--- src/rtl/ubsd_pkg.sv ---
// ----------------------------------------------------------------------------
// ubsd_pkg
// Shared types and constants for the UTF-8 byte stream decoder.
// ----------------------------------------------------------------------------
package ubsd_pkg;

	localparam int CP_W       = 21;
	localparam int BYTE_W     = 8;
	localparam int TRAIL_W    = 2;
	localparam int FIFO_DEPTH = 4;
	localparam int FIFO_AW    = 2;
	localparam int LEVEL_W    = 3;

	typedef enum logic [1:0] {
		ST_COMPLETE  = 2'd0,
		ST_TRUNCATED = 2'd1,
		ST_INVALID   = 2'd2,
		ST_END       = 2'd3
	} status_t;

	typedef struct packed {
		logic [CP_W-1:0] code_point;
		status_t         status;
		logic            last;
	} result_t;

	// Results one byte hands to the output queue (count 0..2)
	typedef struct packed {
		logic [1:0] n;
		result_t    res0;
		result_t    res1;
	} push_t;

	typedef struct packed {
		push_t              push;
		logic [CP_W-1:0]    next_partial;
		logic [TRAIL_W-1:0] next_trail;
	} decode_t;

endpackage

--- src/rtl/ubsd_byte_if.sv ---
// ----------------------------------------------------------------------------
// ubsd_byte_if
// Valid/ready channel carrying one raw text byte per transfer.
// ----------------------------------------------------------------------------
interface ubsd_byte_if;
	logic       valid;
	logic       ready;
	logic [7:0] text_byte;

	modport source (output valid, output text_byte, input ready);
	modport sink   (input valid, input text_byte, output ready);
endinterface

--- src/rtl/ubsd_result_if.sv ---
// ----------------------------------------------------------------------------
// ubsd_result_if
// Valid/ready channel carrying one decoded result per transfer.
// ----------------------------------------------------------------------------
interface ubsd_result_if;
	logic        valid;
	logic        ready;
	logic [20:0] code_point;
	logic [1:0]  status;
	logic        last;

	modport source (output valid, output code_point, output status, output last,
		input ready);
	modport sink   (input valid, input code_point, input status, input last,
		output ready);
endinterface

--- src/rtl/ubsd_decode.sv ---
// ----------------------------------------------------------------------------
// ubsd_decode
// One decode step: byte plus open-sequence state to results and next state.
// ----------------------------------------------------------------------------
module ubsd_decode (
	input  logic [7:0]           text_byte,
	input  logic [20:0]          partial,
	input  logic [1:0]           trail,
	output ubsd_pkg::decode_t    dec
);
	import ubsd_pkg::*;

	logic            lead_has_res;
	result_t         lead_res;
	logic [CP_W-1:0] lead_partial;
	logic [1:0]      lead_trail;
	logic [CP_W-1:0] shifted;
	logic [1:0]      trail_dec;

	// Byte taken as a lead byte with no sequence open
	always_comb begin
		lead_has_res = 1'b1;
		lead_res     = '{code_point: '0, status: ST_INVALID, last: 1'b1};
		lead_partial = '0;
		lead_trail   = '0;
		if (text_byte == 8'h00) begin
			lead_res.status = ST_END;
		end else if (text_byte inside {[8'h01:8'h7F]}) begin
			lead_res.code_point = {13'd0, text_byte};
			lead_res.status     = ST_COMPLETE;
		end else if (text_byte[7:5] == 3'b110) begin
			lead_has_res = 1'b0;
			lead_partial = {16'd0, text_byte[4:0]};
			lead_trail   = 2'd1;
		end else if (text_byte[7:4] == 4'b1110) begin
			lead_has_res = 1'b0;
			lead_partial = {17'd0, text_byte[3:0]};
			lead_trail   = 2'd2;
		end else if (text_byte[7:3] == 5'b11110) begin
			lead_has_res = 1'b0;
			lead_partial = {18'd0, text_byte[2:0]};
			lead_trail   = 2'd3;
		end
	end

	assign shifted   = {partial[14:0], text_byte[5:0]};
	assign trail_dec = trail - 2'd1;

	always_comb begin
		dec = '0;
		dec.push.res1 = lead_res;
		if (trail != 2'd0 && text_byte[7:6] == 2'b10) begin
			// trail byte extends the open sequence
			dec.next_trail = trail_dec;
			if (trail_dec == 2'd0) begin
				dec.push.n    = 2'd1;
				dec.push.res0 = '{code_point: shifted, status: ST_COMPLETE, last: 1'b1};
			end else begin
				dec.next_partial = shifted;
			end
		end else if (trail != 2'd0) begin
			// sequence cut short; byte reprocessed as lead
			dec.push.res0   = '{code_point: partial, status: ST_TRUNCATED,
				last: ~lead_has_res};
			dec.push.n      = lead_has_res ? 2'd2 : 2'd1;
			dec.next_partial = lead_partial;
			dec.next_trail   = lead_trail;
		end else begin
			dec.push.res0    = lead_res;
			dec.push.n       = lead_has_res ? 2'd1 : 2'd0;
			dec.next_partial = lead_partial;
			dec.next_trail   = lead_trail;
		end
	end

endmodule

--- src/rtl/ubsd_result_fifo.sv ---
// ----------------------------------------------------------------------------
// ubsd_result_fifo
// Four-entry result queue, up to two pushes and one pop per cycle.
// ----------------------------------------------------------------------------
module ubsd_result_fifo (
	input  logic                       clk,
	input  logic                       arst_n,
	input  ubsd_pkg::push_t            push,
	output logic [ubsd_pkg::LEVEL_W-1:0] level,
	ubsd_result_if.source              result
);
	import ubsd_pkg::*;

	result_t              mem [FIFO_DEPTH];
	logic [FIFO_AW-1:0]   wr_q;
	logic [FIFO_AW-1:0]   rd_q;
	logic [LEVEL_W-1:0]   count_q;
	logic                 pop;
	result_t              head;

	assign pop = result.valid & result.ready;

	always_ff @(posedge clk) begin
		if (push.n != 2'd0) begin
			mem[wr_q] <= push.res0;
		end
		if (push.n == 2'd2) begin
			mem[wr_q + FIFO_AW'(1)] <= push.res1;
		end
	end

	always_ff @(posedge clk or negedge arst_n) begin
		if (!arst_n) begin
			wr_q    <= '0;
			rd_q    <= '0;
			count_q <= '0;
		end else begin
			wr_q    <= wr_q + FIFO_AW'(push.n);
			rd_q    <= rd_q + FIFO_AW'(pop);
			count_q <= count_q + LEVEL_W'(push.n) - LEVEL_W'(pop);
		end
	end

	assign head              = mem[rd_q];
	assign level             = count_q;
	assign result.valid      = (count_q != '0);
	assign result.code_point = head.code_point;
	assign result.status     = head.status;
	assign result.last       = head.last;

endmodule

--- src/rtl/utf8_byte_stream_decoder_unit.sv ---
// ----------------------------------------------------------------------------
// utf8_byte_stream_decoder_unit
// Lenient UTF-8 decoder: one text byte per transfer in, code point results out.
// ----------------------------------------------------------------------------
// Path: a byte is registered in the input stage, decoded, and its results go
//   to the result queue. Throughput: one byte per cycle while the queue has
//   room; a byte that yields two results (truncated sequence followed by
//   another result) pushes both into the single-pop four-entry result queue.
// Reset: arst_n clears the input stage, the open-sequence state and the queue.
// ----------------------------------------------------------------------------
module utf8_byte_stream_decoder_unit (
	input  logic          clk,
	input  logic          arst_n,
	ubsd_byte_if.sink     text,
	ubsd_result_if.source result
);
	import ubsd_pkg::*;

	// Input stage
	logic [BYTE_W-1:0]  byte_s1;
	logic               valid_s1;

	// Open-sequence state: gathered payload bits and trail bytes still due
	logic [CP_W-1:0]    partial_q;
	logic [TRAIL_W-1:0] trail_q;

	decode_t            dec;
	push_t              push;
	logic [LEVEL_W-1:0] level;
	logic [LEVEL_W:0]   fill_after;
	logic               advance;
	logic               take;

	ubsd_decode u_decode (
		.text_byte (byte_s1),
		.partial   (partial_q),
		.trail     (trail_q),
		.dec       (dec)
	);

	// Room check uses only registered level, so out.ready never reaches in.ready
	assign fill_after = {1'b0, level} + (LEVEL_W+1)'(dec.push.n);
	assign advance    = valid_s1 && (fill_after <= (LEVEL_W+1)'(FIFO_DEPTH));
	assign text.ready = !valid_s1 || advance;
	assign take       = text.valid && text.ready;

	always_comb begin
		push = dec.push;
		if (!advance) begin
			push.n = 2'd0;
		end
	end

	always_ff @(posedge clk) begin
		if (take) begin
			byte_s1 <= text.text_byte;
		end
	end

	always_ff @(posedge clk or negedge arst_n) begin
		if (!arst_n) begin
			valid_s1  <= 1'b0;
			partial_q <= '0;
			trail_q   <= '0;
		end else begin
			if (take) begin
				valid_s1 <= 1'b1;
			end else if (advance) begin
				valid_s1 <= 1'b0;
			end
			if (advance) begin
				partial_q <= dec.next_partial;
				trail_q   <= dec.next_trail;
			end
		end
	end

	ubsd_result_fifo u_fifo (
		.clk    (clk),
		.arst_n (arst_n),
		.push   (push),
		.level  (level),
		.result (result)
	);

endmodule
--- src/flat_wrapper.sv ---
// flat-port wrapper written by rule: the top's interface ports become plain ports
module utf8_byte_stream_decoder_unit_flat import ubsd_pkg::*;
  (clk, arst_n, text_valid, text_text_byte, text_ready, result_valid, result_code_point, result_status, result_last, result_ready);
  ubsd_byte_if text_i ();
  ubsd_result_if result_i ();
  input  logic clk;
  input  logic arst_n;
  input wire logic [$bits(text_i.valid)-1:0] text_valid;
  input wire logic [$bits(text_i.text_byte)-1:0] text_text_byte;
  output wire logic [$bits(text_i.ready)-1:0] text_ready;
  output wire logic [$bits(result_i.valid)-1:0] result_valid;
  output wire logic [$bits(result_i.code_point)-1:0] result_code_point;
  output wire logic [$bits(result_i.status)-1:0] result_status;
  output wire logic [$bits(result_i.last)-1:0] result_last;
  input wire logic [$bits(result_i.ready)-1:0] result_ready;
  assign text_i.valid = text_valid;
  assign text_i.text_byte = text_text_byte;
  assign text_ready = text_i.ready;
  assign result_valid = result_i.valid;
  assign result_code_point = result_i.code_point;
  assign result_status = result_i.status;
  assign result_last = result_i.last;
  assign result_i.ready = result_ready;
  utf8_byte_stream_decoder_unit u_core (.clk(clk), .arst_n(arst_n), .text(text_i), .result(result_i));
endmodule
--- config.mk ---
export PLATFORM = sky130hd
export DESIGN_NAME = utf8_byte_stream_decoder_unit_flat
export DESIGN_NICKNAME = d
export VERILOG_FILES = /design/src/rtl/ubsd_pkg.sv /design/src/rtl/ubsd_byte_if.sv /design/src/rtl/ubsd_result_if.sv /design/src/rtl/ubsd_decode.sv /design/src/rtl/ubsd_result_fifo.sv /design/src/rtl/utf8_byte_stream_decoder_unit.sv /design/src/flat_wrapper.sv
export SDC_FILE = /design/constraint.sdc
export NUM_CORES = 1
export LEC_CHECK = 0
export ABC_AREA = 1
export BUFFER_PORTS_ARGS = -buffer_cell sky130_fd_sc_hd__clkbuf_2
export CAP_MARGIN = 20
export CORE_MARGIN = 2
export CORE_UTILIZATION = 40
export CTS_BUF_LIST = sky130_fd_sc_hd__clkbuf_4 sky130_fd_sc_hd__clkbuf_8
export CTS_CLUSTER_SIZE = 16
export DETAILED_ROUTE_END_ITERATION = 8
export GPL_ROUTABILITY_DRIVEN = 1
export HOLD_SLACK_MARGIN = 0.15
export PLACE_DENSITY = 0.57
export SETUP_SLACK_MARGIN = 0.02
export SLEW_MARGIN = 30
export SYNTH_ARGS = -nofsm -noshare
export SYNTH_HDL_FRONTEND = slang
export SYNTH_SLANG_ARGS = --single-unit
--- constraint.sdc ---
create_clock -name clk -period 3.9 [get_ports clk]
set_input_delay 0.78 -clock clk [delete_from_list [all_inputs] [get_ports clk]]
set_output_delay 0.78 -clock clk [all_outputs]
set_load 0.1 [all_outputs]
### Word-level counts from Yosys, hierarchy flattened

Memory sizes are Yosys's and may differ from the RTL's.
Index checks and enable logic that the tools add are counted.

* input port bits: 12
* register bits after elaboration: 39
* memories kept: 1
* word-level logic and storage cells: 69
* memory bits (writable): 96

Memory list
* u_core.u_fifo.mem: depth 4, width 24, rd ports 1, clocked after memory_dff 0, wr ports 2, line ubsd_result_fifo.sv:14 `result_t mem [FIFO_DEPTH];`

* magnitude comparators: 3
* reductions and logical operators: 12
* add/sub/neg operators: 7
* mux-type cells: 32
* equality and inequality tests: 5
* bitwise gates (word level): 2

Operators by type and width (count)
* 26-bit 2-to-1 mux: 2
* 21-bit 2-to-1 mux: 2
* 25-bit 2-to-1 mux: 1
* 23-bit 2-to-1 mux: 1
* 2-bit 2-to-1 mux: 8
* 5-bit 2-to-1 mux: 3
* 1-bit 2-to-1 mux: 12
* 10-bit 2-to-1 mux: 1
* 8-bit by 1-bit >= comparator with 1-bit output (second input constant): 1
* 8-bit by 7-bit <= comparator with 1-bit output (second input constant): 1
* 8-bit logical NOT: 1
* 2-bit nonzero test: 3
* 5-bit equality test (second input constant): 1
* 3-bit by 2-bit adder with 4-bit output: 1
* 2-bit equality test (second input constant): 2
* 4-bit equality test (second input constant): 1
* 4-bit by 3-bit <= comparator with 1-bit output (second input constant): 1
* 1-bit logical AND: 4
* 4-bit 2-to-1 mux: 1
* 3-bit by 2-bit adder with 3-bit output: 1
* 3-bit equality test (second input constant): 1
* 3-bit 2-to-1 mux: 1
* 3-bit nonzero test: 1
* 3-bit by 1-bit subtractor with 3-bit output: 1
* 9 further kinds: 9

### Depth between registers and ports, before layout

* depth in word-level cells: 16
* depth in mapped cells: 27
* gate-level depth less buffers: 26

### By module

A second synthesis with hierarchy kept.

* cells, all modules: 849
* area, all modules: 7548.5 um2

Modules (own cells, without submodules)
* ubsd_result_fifo: instances 1, area each 5153.7 um2, cells an instance 550, seq. area each 3057.9 um2
* utf8_byte_stream_decoder_unit: instances 1, area each 1380.1 um2, cells an instance 135, seq. area each 840.8 um2
* ubsd_decode: instances 1, area each 1014.7 um2, cells an instance 164, seq. area each 0.0 um2

### Worst setup path before layout

OpenSTA, ideal clock, no wires.

* path kind: register to register
* from: reg u_core.byte_s1[7]
* to: reg u_core.u_fifo.count_q[2] (netlist: u_core.u_fifo.level[2])
* cell stages (with the launch flop): 27
* path slack: -0.093 ns
* setup time: 0.129 ns
* buffers on the path: 1
* arrival: 3.864 ns
* cell sequence: edfxtp_1 nand2_1 nor2_1 o21ai_0 inv_1 a21oi_1 ha_1 inv_1 nand2_1 nand2_2 inv_1 ha_1 inv_1 fa_1 nand2_1 nand3_1 nand3_2 clkbuf_1 nor2_1 inv_1 ha_1 inv_1 ha_1 inv_1 fa_1 xnor2_1 xor2_1

* word-level cells in the longest chain between the ends: 15

Ends and longest elaborated chain
* start: declaration: line utf8_byte_stream_decoder_unit.sv:20 `logic [BYTE_W-1:0] byte_s1;`
* start signal: assignment: line utf8_byte_stream_decoder_unit.sv:56 `byte_s1 <= text.text_byte;`
* branches (longest 8 deep; another with 8-bit by 1-bit >= comparator with 1-bit output)
* 26-bit 2-to-1 mux *: line ubsd_decode.sv:52 `if (trail != 2'd0 && text_byte[7:6] == 2'b10) begin`
* 3-bit by 2-bit adder with 4-bit output: line utf8_byte_stream_decoder_unit.sv:42 `assign fill_after = {1'b0, level} + (LEVEL_W+1)'(dec.push.n);`
* 4-bit by 3-bit <= comparator with 1-bit output: line utf8_byte_stream_decoder_unit.sv:43 `assign advance = valid_s1 && (fill_after <= (LEVEL_W+1)'(FIFO_DEPTH));`
* 1-bit logical AND: line utf8_byte_stream_decoder_unit.sv:43
* 2-bit 2-to-1 mux *: line utf8_byte_stream_decoder_unit.sv:49 `if (!advance) begin`
* 3-bit by 2-bit adder with 3-bit output *: line ubsd_result_fifo.sv:40 `count_q <= count_q + LEVEL_W'(push.n) - LEVEL_W'(pop);`
* 3-bit by 1-bit subtractor with 3-bit output *: line ubsd_result_fifo.sv:40
* end signal: assignment: line ubsd_result_fifo.sv:40
* end: declaration: line ubsd_result_fifo.sv:17 `logic [LEVEL_W-1:0] count_q;`

Mark *: on every way between the ends.
A chain may end at the register's enable or synchronous reset.

### Worst setup path after layout

* from: reg u_core.byte_s1[7]
* to: out text_ready

* word-level cells in the longest chain between the ends: 13

Ends and longest elaborated chain
* branches (longest 8 deep; another with 8-bit by 1-bit >= comparator with 1-bit output)
* 26-bit 2-to-1 mux *: line ubsd_decode.sv:52
* 3-bit by 2-bit adder with 4-bit output *: line utf8_byte_stream_decoder_unit.sv:42
* 4-bit by 3-bit <= comparator with 1-bit output *: line utf8_byte_stream_decoder_unit.sv:43
* 1-bit logical AND *: line utf8_byte_stream_decoder_unit.sv:43
* 1-bit logical OR *: line utf8_byte_stream_decoder_unit.sv:44 `assign text.ready = !valid_s1 || advance;`
* end: declaration: line flat_wrapper.sv:10 `output wire logic [$bits(text_i.ready)-1:0] text_ready;`

Marks and branches as above.

==> impl_metrics.tcl <==
set metrics [dict create \
    status "complete, no violations" \
    io_pins 38 \
    hold_buffers 0 \
    ys_ff_latch 135 \
    drc_errors 0 \
    worstSkewPairLatency_ps 470 \
    design.die.area_sq_mm 0.0181 \
    ant_nets 0 \
    rsz0062_at_grt "true" \
    finalHoldViolations 0 \
    grt-ovfl-total 0 \
    diodes 0 \
    synth_common_cells "nand2_1 (172), nand3_1 (150), nor2_1 (96), o21ai_0 (79), inv_1 (63)" \
    gp_congestion 0.856 \
    cp-start-kind "register" \
    clk_pin_slew_ps 80 \
    syn_to_final_growth_pct 19.3 \
    synth.distinct_cells 32 \
    max-slew-margin-rel_pct 46.5 \
    first_global_vias 5594 \
    critPathKind "register to primary output" \
    routed_wl_mm 18.8 \
    worst_slew_pin_slew_ps 802 \
    critPathRequiredTime_ps 3120 \
    die_w_um 134 \
    synth.avg_cell_area_sq_um 7.88 \
    synth_edf_count 48 \
    drtIter0Drc 525 \
    fin_setup_tns_ps 0 \
    start_util_pct 41.1 \
    rows 47 \
    postLayoutCellArea_sq_mm 0.00812 \
    fin_crit_ps 3680 \
    use_met2_pct 33.4 \
    antenna_found_initial 0 \
    ctsHtreeMaxLevel 4 \
    worst_hold_slack_ps 387 \
    top_usage_layer "met2" \
    post_drt_wl_per_cell_um 16.6 \
    drt_pass1_iterations 5 \
    yosysSeqAreaShare_pct 49.0 \
    syn-num-nets 888 \
    hold_class "input pin to async pin" \
    portBuffers 37 \
    final.setup.worst_slack_ps 215 \
    crit_path_max_fanout 2 \
    num-nets-final 922 \
    synth_area_leaders "edfxtp_1 (21%), dfxtp_1 (16%), dfrtp_1 (11%), nand3_1 (11%), nand2_1 (9.5%)" \
    max_freq_ghz 0.271 \
    cts_tree "done" \
    fill_cells 1660 \
    end_kind "primary output" \
    cap_violations 0 \
    yosysTopAreaCell "edfxtp_1" \
    use_met1_pct 29.9 \
    crit_path_start "u_core.byte_s1[7]" \
    synth_most_common_cell "nand2_1" \
    gr-usage-met3_pct 4.50 \
    grt_pass1_wl_mm 30.0 \
    layout-drive-gt1-share_pct 13.8 \
    grt_usage_pct 21.5 \
    via_per_inst 5.35 \
    ys.flop_type "dfxtp_1" \
    yosysWarnings 0 \
    skew_ps 18.9 \
    grt_start_max_net_pins 83 \
    fin_crit_sh_pct 94.5 \
    synth_top_area_share_pct 21.2 \
    core-area_sq_mm 0.0166 \
    async_flop_share_pct 23.0 \
    cts_made_buffers 17 \
    placed_cell_area_sq_mm 0.00762 \
    vias 6056 \
    drv_slew 0 \
    syn_area_sq_mm 0.00681 \
    cts_buffer_depth 2 \
    hpwl_mm 11.9 \
    pre_cts_ws_ps 288 \
    setup_violations 0 \
    cts.sinks 135 \
    die_h_um 134 \
    clockRootBuffer "clkbuf_8" \
    r2r_start "u_core.trail_q[0]" \
    postSynthCellCount 864 \
    critPathArrivalTime_ps 2900 \
]
## through the flow
step | util (%) | instances
after floorplan | - | 864
after detailed placement | 45.9 | 1095
after global routing | 49.0 | 1131
final | 49.0 | 1131
after CTS | 48.6 | 1127
after global placement | 45.9 | 1095
## critical path: stages (launching register included)
cell      delay (ps)
edfxtp_1         410
nand2_2          120
nor2_4            40
o21ai_1           60
inv_1             60
a21oi_1          120
ha_1             240
inv_1             50
nand2_1           50
nand2_2           70
inv_1             40
ha_2             160
inv_1             70
fa_2             420
nand2_1           90
nand3_2          110
nand2_2           90
nand2_2           70
buf_12           170
## metal layers
metal  vias to the layer above  wire (um)
met1                      2861       8700
li1                       2986          -
met5                         -          0
met4                         0        278
met3                        23       1110
met2                       186       8680
## sequential cells by signal, summed over array words and instances (netlist names)
register	cells
u_core.byte_s1	8
u_core.partial_q	21
u_core.trail_q	2
u_core.u_fifo.level	3
u_core.u_fifo.mem	96
u_core.u_fifo.rd_q	2
u_core.u_fifo.wr_q	2
u_core.valid_s1	1
## path summary, 6_finish.rpt
kind                       slack, ps  cells past startpoint                      end
max                              220                     18               text_ready
min                              390                      1     u_core.partial_q[15]
max reg2reg                      290                     23   u_core.u_fifo.level[2]
min reg2reg                      460                      2  u_core.u_fifo.mem[2][0]
max in group asynchronous       2990                      1   u_core.u_fifo.level[2]
min in group clk                 460                      2  u_core.u_fifo.mem[2][0]
## final cells by class
class                           count  area (sq um)  area share (%)
Sequential cell                   135          3340            41.1
Multi-Input combinational cell    606          2990            36.8
Timing Repair Buffer               71           828            10.2
Tap cell                          220           275            3.39
Clock buffer                       20           263            3.23
Inverter                           67           254            3.13
Clock inverter                     12           174            2.14
## logic make-up (layout without fill, tap and decap cells)
logic type / count (synthesis) / after routing / synth area share, %
buffers and inverters: 123 / 170 / 7.94
AND/OR/NAND/NOR: 426 / 426 / 26.9
flip-flops: 135 / 135 / 49.0
adder cells (fa/ha/maj): 12 / 12 / 2.43
XOR/XNOR: 5 / 5 / 0.643
AO/OA/AOI/OAI: 163 / 163 / 13.0
## layout by cell type (no fill, tap or decap), types with 2 or more instances in the layout
cell	n
nand2_1	169
nand3_1	149
nor2_1	91
o21ai_0	78
inv_1	61
dfxtp_1	56
edfxtp_1	48
buf_4	33
dfrtp_1	31
a21oi_1	29
o22ai_1	29
buf_12	26
clkbuf_8	18
o21ai_1	17
clkbuf_2	12
ha_1	8
o31ai_1	7
nand2_2	5
xor2_1	4
bufinv_16	4
inv_2	3
nor2_4	3
nor2_2	3
clkinv_1	3
inv_4	2
nand3_4	2
nand4_1	2
fa_2	2
clkinv_4	2
clkbuf_4	2
clkinv_2	2
## what timing repair did
action,in CTS,in global routing
endpoints found under the hold margin,0,0
setup endpoints to repair,0,2
resized for setup,0,14
buffers inserted,0,4
Power is not shown: default switching activity piles up to over one toggle a cycle in this logic, so the estimate is an artifact.
